### src/design/wgt_pkg.sv
`timescale 1ns / 1ps
// ----------------------------------------------------------------------------
// wgt_pkg: shared types and constants for the Winograd F(2x2,3x3) tile unit
// Transform codes, result width and the controller-to-datapath command.
// ----------------------------------------------------------------------------
package wgt_pkg;

  // Width of every result element.
  localparam int OUT_W = 26;

  // Transform selector, taken from the first row of a tile.
  typedef enum logic [1:0] {
    FUNC_INPUT  = 2'd0,
    FUNC_KERNEL = 2'd1,
    FUNC_OUTPUT = 2'd2,
    FUNC_UNUSED = 2'd3
  } func_t;

  // Last row index of an incoming tile, per transform.
  localparam logic [1:0] LAST_IN_ROW_KERNEL = 2'd2;
  localparam logic [1:0] LAST_IN_ROW_FULL   = 2'd3;

  // Last result row index, per transform.
  localparam logic [1:0] LAST_OUT_ROW_OUTPUT = 2'd1;
  localparam logic [1:0] LAST_OUT_ROW_FULL   = 2'd3;

  // Commands from the controller to the datapath.
  typedef struct packed {
    logic       row_wr;    // store the incoming row
    logic [1:0] row_sel;   // tile row to store it in
    logic       col_load;  // compute the column pass for result row k
    logic       row_load;  // compute the row pass into the output register
    logic [1:0] k;         // result row index
    logic       last;      // result row k is the tile's last
    func_t      mode;      // transform of the current tile
  } wgt_cmd_t;

endpackage

### src/design/wgt_ctrl.sv
`timescale 1ns / 1ps
// ----------------------------------------------------------------------------
// wgt_ctrl: tile sequencer for the Winograd tile unit
// Counts incoming rows, latches the transform and steps the result rows.
// ----------------------------------------------------------------------------
module wgt_ctrl (
  input  logic              clk,
  input  logic              rst,
  input  logic              in_valid,
  input  logic [1:0]        func,
  output logic              in_ready,
  output logic              out_valid,
  input  logic              out_ready,
  output wgt_pkg::wgt_cmd_t cmd
);
  import wgt_pkg::*;

  typedef enum logic [3:0] {
    S_COLLECT = 4'b0001,
    S_COLUMN  = 4'b0010,
    S_ROW     = 4'b0100,
    S_EMIT    = 4'b1000
  } state_t;

  state_t     state;
  state_t     state_next;
  logic [1:0] rows_taken;
  logic [1:0] rows_taken_next;
  func_t      tile_mode;
  func_t      tile_mode_next;
  logic [1:0] k;
  logic [1:0] k_next;

  logic       in_acc;
  logic       first_row;
  func_t      eff_mode;
  logic       skip;
  logic [1:0] need_last;
  logic [1:0] last_k;
  logic       is_last;

  assign in_ready  = (state == S_COLLECT);
  assign out_valid = (state == S_EMIT);
  assign in_acc    = in_valid && in_ready;
  assign first_row = (rows_taken == 2'd0);
  assign eff_mode  = first_row ? func_t'(func) : tile_mode;
  // A first row carrying the unused selector is dropped without effect.
  assign skip      = first_row && (func_t'(func) == FUNC_UNUSED);
  assign need_last = (eff_mode == FUNC_KERNEL) ? LAST_IN_ROW_KERNEL : LAST_IN_ROW_FULL;
  assign last_k    = (tile_mode == FUNC_OUTPUT) ? LAST_OUT_ROW_OUTPUT : LAST_OUT_ROW_FULL;
  assign is_last   = (k == last_k);

  always_comb begin
    state_next      = state;
    rows_taken_next = rows_taken;
    tile_mode_next  = tile_mode;
    k_next          = k;
    case (state)
      S_COLLECT: begin
        if (in_acc && !skip) begin
          tile_mode_next = eff_mode;
          if (rows_taken == need_last) begin
            rows_taken_next = 2'd0;
            k_next          = 2'd0;
            state_next      = S_COLUMN;
          end else begin
            rows_taken_next = rows_taken + 2'd1;
          end
        end
      end
      S_COLUMN: state_next = S_ROW;
      S_ROW:    state_next = S_EMIT;
      S_EMIT: begin
        if (out_ready) begin
          if (is_last) begin
            state_next = S_COLLECT;
          end else begin
            k_next     = k + 2'd1;
            state_next = S_COLUMN;
          end
        end
      end
      default: state_next = S_COLLECT;
    endcase
  end

  always_ff @(posedge clk) begin
    if (rst) begin
      state      <= S_COLLECT;
      rows_taken <= 2'd0;
      tile_mode  <= FUNC_INPUT;
      k          <= 2'd0;
    end else begin
      state      <= state_next;
      rows_taken <= rows_taken_next;
      tile_mode  <= tile_mode_next;
      k          <= k_next;
    end
  end

  always_comb begin
    cmd          = '0;
    cmd.row_wr   = in_acc && !skip;
    cmd.row_sel  = rows_taken;
    cmd.col_load = (state == S_COLUMN);
    cmd.row_load = (state == S_ROW);
    cmd.k        = k;
    cmd.last     = is_last;
    cmd.mode     = tile_mode;
  end

endmodule

### src/design/wgt_datapath.sv
`timescale 1ns / 1ps
// ----------------------------------------------------------------------------
// wgt_datapath: tile store and transform arithmetic
// Holds the tile, runs the column pass into a row register, then the row
// pass with bias and saturation into the output register.
// ----------------------------------------------------------------------------
module wgt_datapath #(
  parameter int DATA_WIDTH = 20
) (
  input  logic                                clk,
  input  logic                                rst,
  input  wgt_pkg::wgt_cmd_t                   cmd,
  input  logic signed [DATA_WIDTH-1:0]        row_elem_0,
  input  logic signed [DATA_WIDTH-1:0]        row_elem_1,
  input  logic signed [DATA_WIDTH-1:0]        row_elem_2,
  input  logic signed [DATA_WIDTH-1:0]        row_elem_3,
  input  logic                                cfg_wr,
  input  logic signed [wgt_pkg::OUT_W-1:0]    cfg_bias,
  output logic signed [wgt_pkg::OUT_W-1:0]    out_elem_0,
  output logic signed [wgt_pkg::OUT_W-1:0]    out_elem_1,
  output logic signed [wgt_pkg::OUT_W-1:0]    out_elem_2,
  output logic signed [wgt_pkg::OUT_W-1:0]    out_elem_3,
  output logic [1:0]                          out_row,
  output logic                                last_row
);
  import wgt_pkg::*;

  // Column pass results need two bits of growth, the row pass four more.
  localparam int TW = DATA_WIDTH + 2;
  localparam int IW = ((DATA_WIDTH + 6) > OUT_W ? (DATA_WIDTH + 6) : OUT_W) + 1;
  localparam logic signed [IW-1:0] SAT_HI = IW'((2 ** (OUT_W - 1)) - 1);
  localparam logic signed [IW-1:0] SAT_LO = -IW'(2 ** (OUT_W - 1));

  logic signed [DATA_WIDTH-1:0] tile_rows [4][4];
  logic signed [TW-1:0]         trow [4];
  logic signed [TW-1:0]         trow_next [4];
  logic signed [IW-1:0]         e [4];
  logic signed [OUT_W-1:0]      e_sat [4];
  logic signed [OUT_W-1:0]      bias;

  always_ff @(posedge clk) begin
    if (rst) begin
      bias <= '0;
    end else if (cfg_wr) begin
      bias <= cfg_bias;
    end
  end

  always_ff @(posedge clk) begin
    if (cmd.row_wr) begin
      tile_rows[cmd.row_sel][0] <= row_elem_0;
      tile_rows[cmd.row_sel][1] <= row_elem_1;
      tile_rows[cmd.row_sel][2] <= row_elem_2;
      tile_rows[cmd.row_sel][3] <= row_elem_3;
    end
  end

  // Column pass: one row of the left transform applied to the tile.
  always_comb begin
    logic signed [TW-1:0] d0, d1, d2, d3;
    for (int j = 0; j < 4; j++) begin
      d0 = TW'(tile_rows[0][j]);
      d1 = TW'(tile_rows[1][j]);
      d2 = TW'(tile_rows[2][j]);
      d3 = TW'(tile_rows[3][j]);
      trow_next[j] = '0;
      case (cmd.mode)
        FUNC_INPUT: begin
          case (cmd.k)
            2'd0:    trow_next[j] = d0 - d2;
            2'd1:    trow_next[j] = d1 + d2;
            2'd2:    trow_next[j] = d2 - d1;
            default: trow_next[j] = d1 - d3;
          endcase
        end
        FUNC_KERNEL: begin
          // Twice G g, so the halves stay integral.
          case (cmd.k)
            2'd0:    trow_next[j] = d0 <<< 1;
            2'd1:    trow_next[j] = d0 + d1 + d2;
            2'd2:    trow_next[j] = d0 - d1 + d2;
            default: trow_next[j] = d2 <<< 1;
          endcase
        end
        FUNC_OUTPUT: begin
          case (cmd.k)
            2'd0:    trow_next[j] = d0 + d1 + d2;
            2'd1:    trow_next[j] = d1 - d2 - d3;
            default: trow_next[j] = '0;
          endcase
        end
        default: trow_next[j] = '0;
      endcase
    end
  end

  always_ff @(posedge clk) begin
    if (cmd.col_load) begin
      for (int j = 0; j < 4; j++) begin
        trow[j] <= trow_next[j];
      end
    end
  end

  // Row pass: the right transform applied to the registered row.
  always_comb begin
    logic signed [IW-1:0] r0, r1, r2, r3, b;
    r0 = IW'(trow[0]);
    r1 = IW'(trow[1]);
    r2 = IW'(trow[2]);
    r3 = IW'(trow[3]);
    b  = IW'(bias);
    for (int j = 0; j < 4; j++) begin
      e[j] = '0;
    end
    case (cmd.mode)
      FUNC_INPUT: begin
        e[0] = (r0 - r2) <<< 2;
        e[1] = (r1 + r2) <<< 2;
        e[2] = (r2 - r1) <<< 2;
        e[3] = (r1 - r3) <<< 2;
      end
      FUNC_KERNEL: begin
        e[0] = r0 <<< 1;
        e[1] = r0 + r1 + r2;
        e[2] = r0 - r1 + r2;
        e[3] = r2 <<< 1;
      end
      FUNC_OUTPUT: begin
        e[0] = ((r0 + r1 + r2) <<< 2) + b;
        e[1] = ((r1 - r2 - r3) <<< 2) + b;
      end
      default: ;
    endcase
    for (int j = 0; j < 4; j++) begin
      if (e[j] > SAT_HI) begin
        e_sat[j] = OUT_W'(SAT_HI);
      end else if (e[j] < SAT_LO) begin
        e_sat[j] = OUT_W'(SAT_LO);
      end else begin
        e_sat[j] = OUT_W'(e[j]);
      end
    end
  end

  always_ff @(posedge clk) begin
    if (cmd.row_load) begin
      out_elem_0 <= e_sat[0];
      out_elem_1 <= e_sat[1];
      out_elem_2 <= e_sat[2];
      out_elem_3 <= e_sat[3];
      out_row    <= cmd.k;
      last_row   <= cmd.last;
    end
  end

endmodule

### src/design/winograd_f23_tile_transform_unit.sv
`timescale 1ns / 1ps
// ----------------------------------------------------------------------------
// winograd_f23_tile_transform_unit: Winograd F(2x2,3x3) tile transforms
// Input (B^T d B), kernel (G g G^T) and output (A^T m A + bias) transforms,
// all results scaled by four and saturated to 26 bits.
// ----------------------------------------------------------------------------
// Usage:
//   A tile enters one row per input transaction on in_valid/in_ready. The
//   func field of the tile's first row picks the transform and is ignored on
//   later rows; a first row with the unused selector is taken and dropped.
//   Input and output tiles have four rows, a kernel has three (row_elem_3 is
//   ignored). While a tile is being collected, in_ready stays high and one
//   row is taken every cycle that in_valid is high.
//   After the last row, the unit emits 4 result rows (2 for the output
//   transform) on out_valid/out_ready, tagged with out_row and last_row.
//   Each result row runs a column pass, registered in the S_COLUMN state, and
//   then a row pass with bias (output transform) and saturation, registered
//   in the S_ROW state, through separate add/subtract networks before
//   out_valid rises in S_EMIT; this follows the taking of the last input row
//   and of each earlier result row. Input is held off (in_ready low) until the last result
//   row of the tile has been taken; a stalled receiver simply holds the
//   current result in the output register.
//   output_bias is written on cfg_valid/cfg_ready, always ready, and must
//   only be changed between tiles. Reset clears the bias to zero and returns
//   the unit to waiting for the first row of a tile.
// ----------------------------------------------------------------------------
module winograd_f23_tile_transform_unit #(
  parameter int DATA_WIDTH = 20
) (
  input  logic                             clk,
  input  logic                             rst,
  input  logic                             in_valid,
  output logic                             in_ready,
  input  logic [1:0]                       func,
  input  logic signed [DATA_WIDTH-1:0]     row_elem_0,
  input  logic signed [DATA_WIDTH-1:0]     row_elem_1,
  input  logic signed [DATA_WIDTH-1:0]     row_elem_2,
  input  logic signed [DATA_WIDTH-1:0]     row_elem_3,
  output logic                             out_valid,
  input  logic                             out_ready,
  output logic signed [wgt_pkg::OUT_W-1:0] out_elem_0,
  output logic signed [wgt_pkg::OUT_W-1:0] out_elem_1,
  output logic signed [wgt_pkg::OUT_W-1:0] out_elem_2,
  output logic signed [wgt_pkg::OUT_W-1:0] out_elem_3,
  output logic [1:0]                       out_row,
  output logic                             last_row,
  input  logic                             cfg_valid,
  output logic                             cfg_ready,
  input  logic signed [wgt_pkg::OUT_W-1:0] output_bias
);
  import wgt_pkg::*;

  wgt_cmd_t cmd;

  // The bias register can take a write in any cycle.
  assign cfg_ready = 1'b1;

  // The controller sequences rows and result rows; it sees no data.
  wgt_ctrl u_ctrl (
    .clk       (clk),
    .rst       (rst),
    .in_valid  (in_valid),
    .func      (func),
    .in_ready  (in_ready),
    .out_valid (out_valid),
    .out_ready (out_ready),
    .cmd       (cmd)
  );

  // The datapath stores the tile and computes one result row per command.
  wgt_datapath #(
    .DATA_WIDTH (DATA_WIDTH)
  ) u_datapath (
    .clk        (clk),
    .rst        (rst),
    .cmd        (cmd),
    .row_elem_0 (row_elem_0),
    .row_elem_1 (row_elem_1),
    .row_elem_2 (row_elem_2),
    .row_elem_3 (row_elem_3),
    .cfg_wr     (cfg_valid && cfg_ready),
    .cfg_bias   (output_bias),
    .out_elem_0 (out_elem_0),
    .out_elem_1 (out_elem_1),
    .out_elem_2 (out_elem_2),
    .out_elem_3 (out_elem_3),
    .out_row    (out_row),
    .last_row   (last_row)
  );

  // Collection and emission never overlap.
  a_no_overlap: assert property (@(posedge clk) disable iff (rst)
    !(in_ready && out_valid))
    else $error("input taken while a result is pending");

  // The final result row of a tile is row 1 (output transform) or row 3.
  a_last_index: assert property (@(posedge clk) disable iff (rst)
    (out_valid && last_row) |-> (out_row == 2'd1 || out_row == 2'd3))
    else $error("last result row has an unexpected index");

  // Taking the final result row reopens the input side.
  a_reopen: assert property (@(posedge clk) disable iff (rst)
    (out_valid && out_ready && last_row) |=> (in_ready && !out_valid))
    else $error("input not reopened after the tile's last result");

  // Taking a non-final row starts the next row's computation, not input.
  a_next_row: assert property (@(posedge clk) disable iff (rst)
    (out_valid && out_ready && !last_row) |=> (!in_ready && !out_valid))
    else $error("next result row not computed after a taken row");

endmodule

### config.mk
export PLATFORM = sky130hd
export DESIGN_NAME = winograd_f23_tile_transform_unit
export DESIGN_NICKNAME = d
export VERILOG_FILES = /design/src/design/wgt_pkg.sv /design/src/design/wgt_ctrl.sv /design/src/design/wgt_datapath.sv /design/src/design/winograd_f23_tile_transform_unit.sv
export SDC_FILE = /design/constraint.sdc
export NUM_CORES = 2
export LEC_CHECK = 0
export ABC_CLOCK_PERIOD_IN_PS = 19100
export BUFFER_PORTS_ARGS = -buffer_cell sky130_fd_sc_hd__buf_2
export CAP_MARGIN = 20
export CELL_PAD_IN_SITES_DETAIL_PLACEMENT = 0
export CELL_PAD_IN_SITES_GLOBAL_PLACEMENT = 1
export CORE_MARGIN = 2
export CORE_UTILIZATION = 31
export DETAILED_ROUTE_END_ITERATION = 12
export GPL_ROUTABILITY_DRIVEN = 0
export PLACE_DENSITY = 0.59
export SKIP_LAST_GASP = 1
export SLEW_MARGIN = 20
export SYNTH_ARGS = -nofsm -noshare
export SYNTH_HDL_FRONTEND = slang
export SYNTH_SLANG_ARGS = --single-unit
export TNS_END_PERCENT = 20
### constraint.sdc
create_clock -name clk -period 19.1 [get_ports clk]
set_input_delay 1.91 -clock clk [delete_from_list [all_inputs] [get_ports clk]]
set_output_delay 1.91 -clock clk [all_outputs]
set_load 0.005 [all_outputs]
==> flow_summary.yaml <==
outcome:
  outcome: "complete, no violations"
floorplanning:
  coreArea_mm2: 0.207
  ios: 223
  fp.dieW_um: 460
  dieHeight_um: 460
  die_area_mm2: 0.211
  rows: 167
  start_util_pct: 31.1
routing:
  vias: 56600
  vias_per_cell: 5.59
  ant_nets: 0
  drt_first_pass_iters: 10
  drc: 0
  routedWlPerCell_um: 25.7
  wl_um: 260000
  first_iter_violations: 4740
global_routing:
  grt_pass1_vias: 56600
  grt_max_degree: 127
  grt_pass1_wl_um: 379000
  antenna_found_initial: 40
  grt.total_usage_pct: 24.1
  grt.overflow.total: 0
logic_synthesis:
  synth-edff-count: 513
  avgSynthCellArea_um2: 8.96
  synth-main-ff-cell: "edfxtp_1"
  synthArstFlopShare_pct: 0
  syn_area_mm2: 0.0644
  synthesis.nets: 8345
  synth_cell_type_count: 94
  ys_ff_latch: 549
  yosys_warnings: 0
  yosysSeqAreaShare_pct: 25.0
  syn-instance-count: 7184
clocking:
  path_clk_slew_ns: 0.05
  cts.path.max_buffers: 3
  hold_buffers: 0
  numCtsBuffers: 74
  cts_root_buf: "clkbuf_16"
  cts_tree: "yes"
  post_cts_resized: 0
  clk_latency_ns: 0.73
  clock_sinks: 549
  post_cts_buffers: 0
  h-tree-depth: 3
sta:
  holdWs_ns: 0.562
  setup_violations: 0
  tightest_slew_ns: 1.09
  relSlewSlack_pct: 27.5
  period_needed_ns: 7.08
  rsz0062_at_grt: "false"
  finalHoldViolCount: 0
  maxSlewViolCount: 0
  period_share_pct: 37.1
  fin_skew_ns: 0.0543
  tns_ns: 0
  timing.fmax_mhz: 141
min_path:
  hp-class: "flop to flop"
  holdPathStages: 2
setup_path:
  path_max_fanout: 18
  startpoint_type: "flop"
  endpoint_kind: "flop"
  critPathArrivalTime_ns: 7.49
  worstRegToRegCells: 20
  crit_type: "flop to flop"
  required_ns: 19.51
cells_and_area:
  fin_nets: 8518
  syn2layout_area_growth_pct: 10.6
  final_area_mm2: 0.0712
  drive_gt1_share_pct: 6.71
  fillers: 21500
placement:
  port_buffers: 220
  placed_area_mm2: 0.0688
  dp_hpwl_um: 207000
power:
  cellLeakagePower_nw: 30.4
  p_per_area_mw_per_mm2: 128
  peakVddDrop_v: 0.0000544
flow_run:
  max_cap_viol_count: 0
metrics by stage:
step / utilization, % / total power (W) / setup slack [ns] / instances
after detailed placement: 33.3 / 0.00766 / 12.02 / 9985
after floorplan: - / 0.00567 / 6.92 / 7184
after CTS: 34.4 / 0.00910 / 11.99 / 10100
after global routing: 34.4 / 0.00975 / 11.63 / 10100
final: 34.4 / 0.00914 / 12.02 / 10100
after global placement: 33.3 / 0.00765 / 12.22 / 9985
where the power goes:
part / switching (W) / total (W) / internal [W] / leakage (nW)
Clock: 0.000590 / 0.00138 / 0.000795 / 1.14
Combinational: 0.00375 / 0.00601 / 0.00226 / 24.3
Sequential: 0.000191 / 0.00174 / 0.00155 / 4.96
Total: 0.00453 / 0.00914 / 0.00460 / 30.4
logic make-up (layout without fill, tap and decap cells):
kind of cell               after synthesis  in the layout  synth area share (%)
AOI/OAI and AO/OA                     2273           2273                  23.3
and+or+nand+nor                       1550           1550                  11.5
buffers and inverters                 1067           1294                  6.25
adders and majority gates             1059           1059                  24.4
xor gates and xnor gates               623            623                  8.47
DFF                                    549            549                  25.0
muxes                                   61             61                  1.03
other                                    2             16                0.0117
routing by layer:
layer	up-vias	wire [um]	track usage, %
li1	26400	-	-
met1	28000	116000	32.1
met2	1792	120000	40.1
met3	408	15000	3.20
met4	26	8870	7.85
met5	-	183	0
critical path: stages (launching register included):
cell	delay, ns
edfxtp_1	0.45
inv_1	0.19
fa_1	0.44
ha_1	0.34
nor2b_1	0.16
o21a_1	0.17
o21ai_0	0.13
a21oi_1	0.43
nand4_1	0.19
a311oi_1	0.86
nor2_1	0.17
ha_1	0.38
a21o_1	0.22
nand3b_1	0.15
o21ai_0	0.63
a21oi_1	0.22
a221oi_1	0.56
o311ai_2	0.15
buf_4	0.25
nor2_2	0.51
o21ai_1	0.17
cells in the mapped netlist, drive strengths merged (22+ instances only):
cell type	n	area share, %
a211o	30	0.41
nand2	335	2.0
fa	329	10
xnor2	392	5.3
a211oi	99	1.2
or3	51	0.50
edfxtp	513	24
o22ai	67	0.65
and3	55	0.53
clkbuf	146	0.85
a21o	206	2.4
o21bai	73	0.85
o21ai	398	3.1
a21oi	612	4.8
o31ai	52	0.61
o211ai	55	0.64
nor4	27	0.27
a222oi	23	0.36
nand2b	96	0.93
mux2i	54	0.84
a22oi	80	0.93
dfxtp	36	1.1
o221ai	34	0.46
a31oi	98	0.95
a221o	41	0.64
nand4	33	0.32
inv	868	5.1
nor3	125	0.97
o21a	115	1.3
and2	25	0.24
nand3b	25	0.29
o2111ai	22	0.30
a221oi	87	1.2
xor2	231	3.1
buf	51	0.33
nor2	521	3.0
nand3	116	0.90
nor2b	81	0.79
ha	719	14
state kept, by name, indices dropped and copies added (netlist names):
| name | cells |
|---|---|
| u_datapath.out_elem_3 | 24 |
| u_ctrl.k | 2 |
| u_ctrl.tile_mode | 2 |
| u_datapath.out_elem_0 | 26 |
| u_datapath.out_row | 2 |
| u_datapath.last_row | 1 |
| u_datapath.out_elem_1 | 26 |
| u_ctrl.state | 4 |
| u_datapath.tile_rows | 320 |
| u_ctrl.rows_taken | 2 |
| u_datapath.out_elem_2 | 26 |
| u_datapath.bias | 26 |
| u_datapath.trow | 88 |
cells in the final DEF (no fill, tap or decap), types with 72 or more instances in the layout:
cell,n
inv_1,864
ha_1,715
a21oi_1,611
nor2_1,514
edfxtp_1,513
xnor2_1,392
o21ai_0,391
nand2_1,334
fa_1,329
xor2_1,231
buf_2,220
a21o_1,206
nor3_1,125
nand3_1,116
o21a_1,115
a211oi_1,98
a31oi_1,98
nand2b_1,95
a221oi_1,87
nor2b_1,80
a22oi_1,80
clkbuf_16,75
o21bai_1,73
buf_4,72
cell type report:
cell class	count	area (um^2)	area share, %
Multi-Input combinational cell	5568	44400	62.3
Timing Repair Buffer	294	1680	2.36
Clock inverter	42	375	0.527
Sequential cell	549	16100	22.6
Antenna cell	14	35.0	0.0492
Inverter	870	3270	4.59
Clock buffer	88	1980	2.77
Tap cell	2704	3380	4.75
path summary, 6_finish.rpt:
kind,slack (ns),endpoint,from
hold / removal,0.56,u_datapath.bias[1]$_SDFFE_PP0P_,u_datapath.bias[1]$_SDFFE_PP0P_
hold reg to reg,0.56,u_datapath.bias[1]$_SDFFE_PP0P_,u_datapath.bias[1]$_SDFFE_PP0P_
setup / recovery,12.02,u_datapath.out_elem_1[8]$_SDFFCE_PN1P_,u_datapath.trow[2][2]$_DFFE_PP_
setup reg to reg,12.02,u_datapath.out_elem_1[8]$_SDFFCE_PN1P_,u_datapath.trow[2][2]$_DFFE_PP_
(Power assumes the default switching activity.)
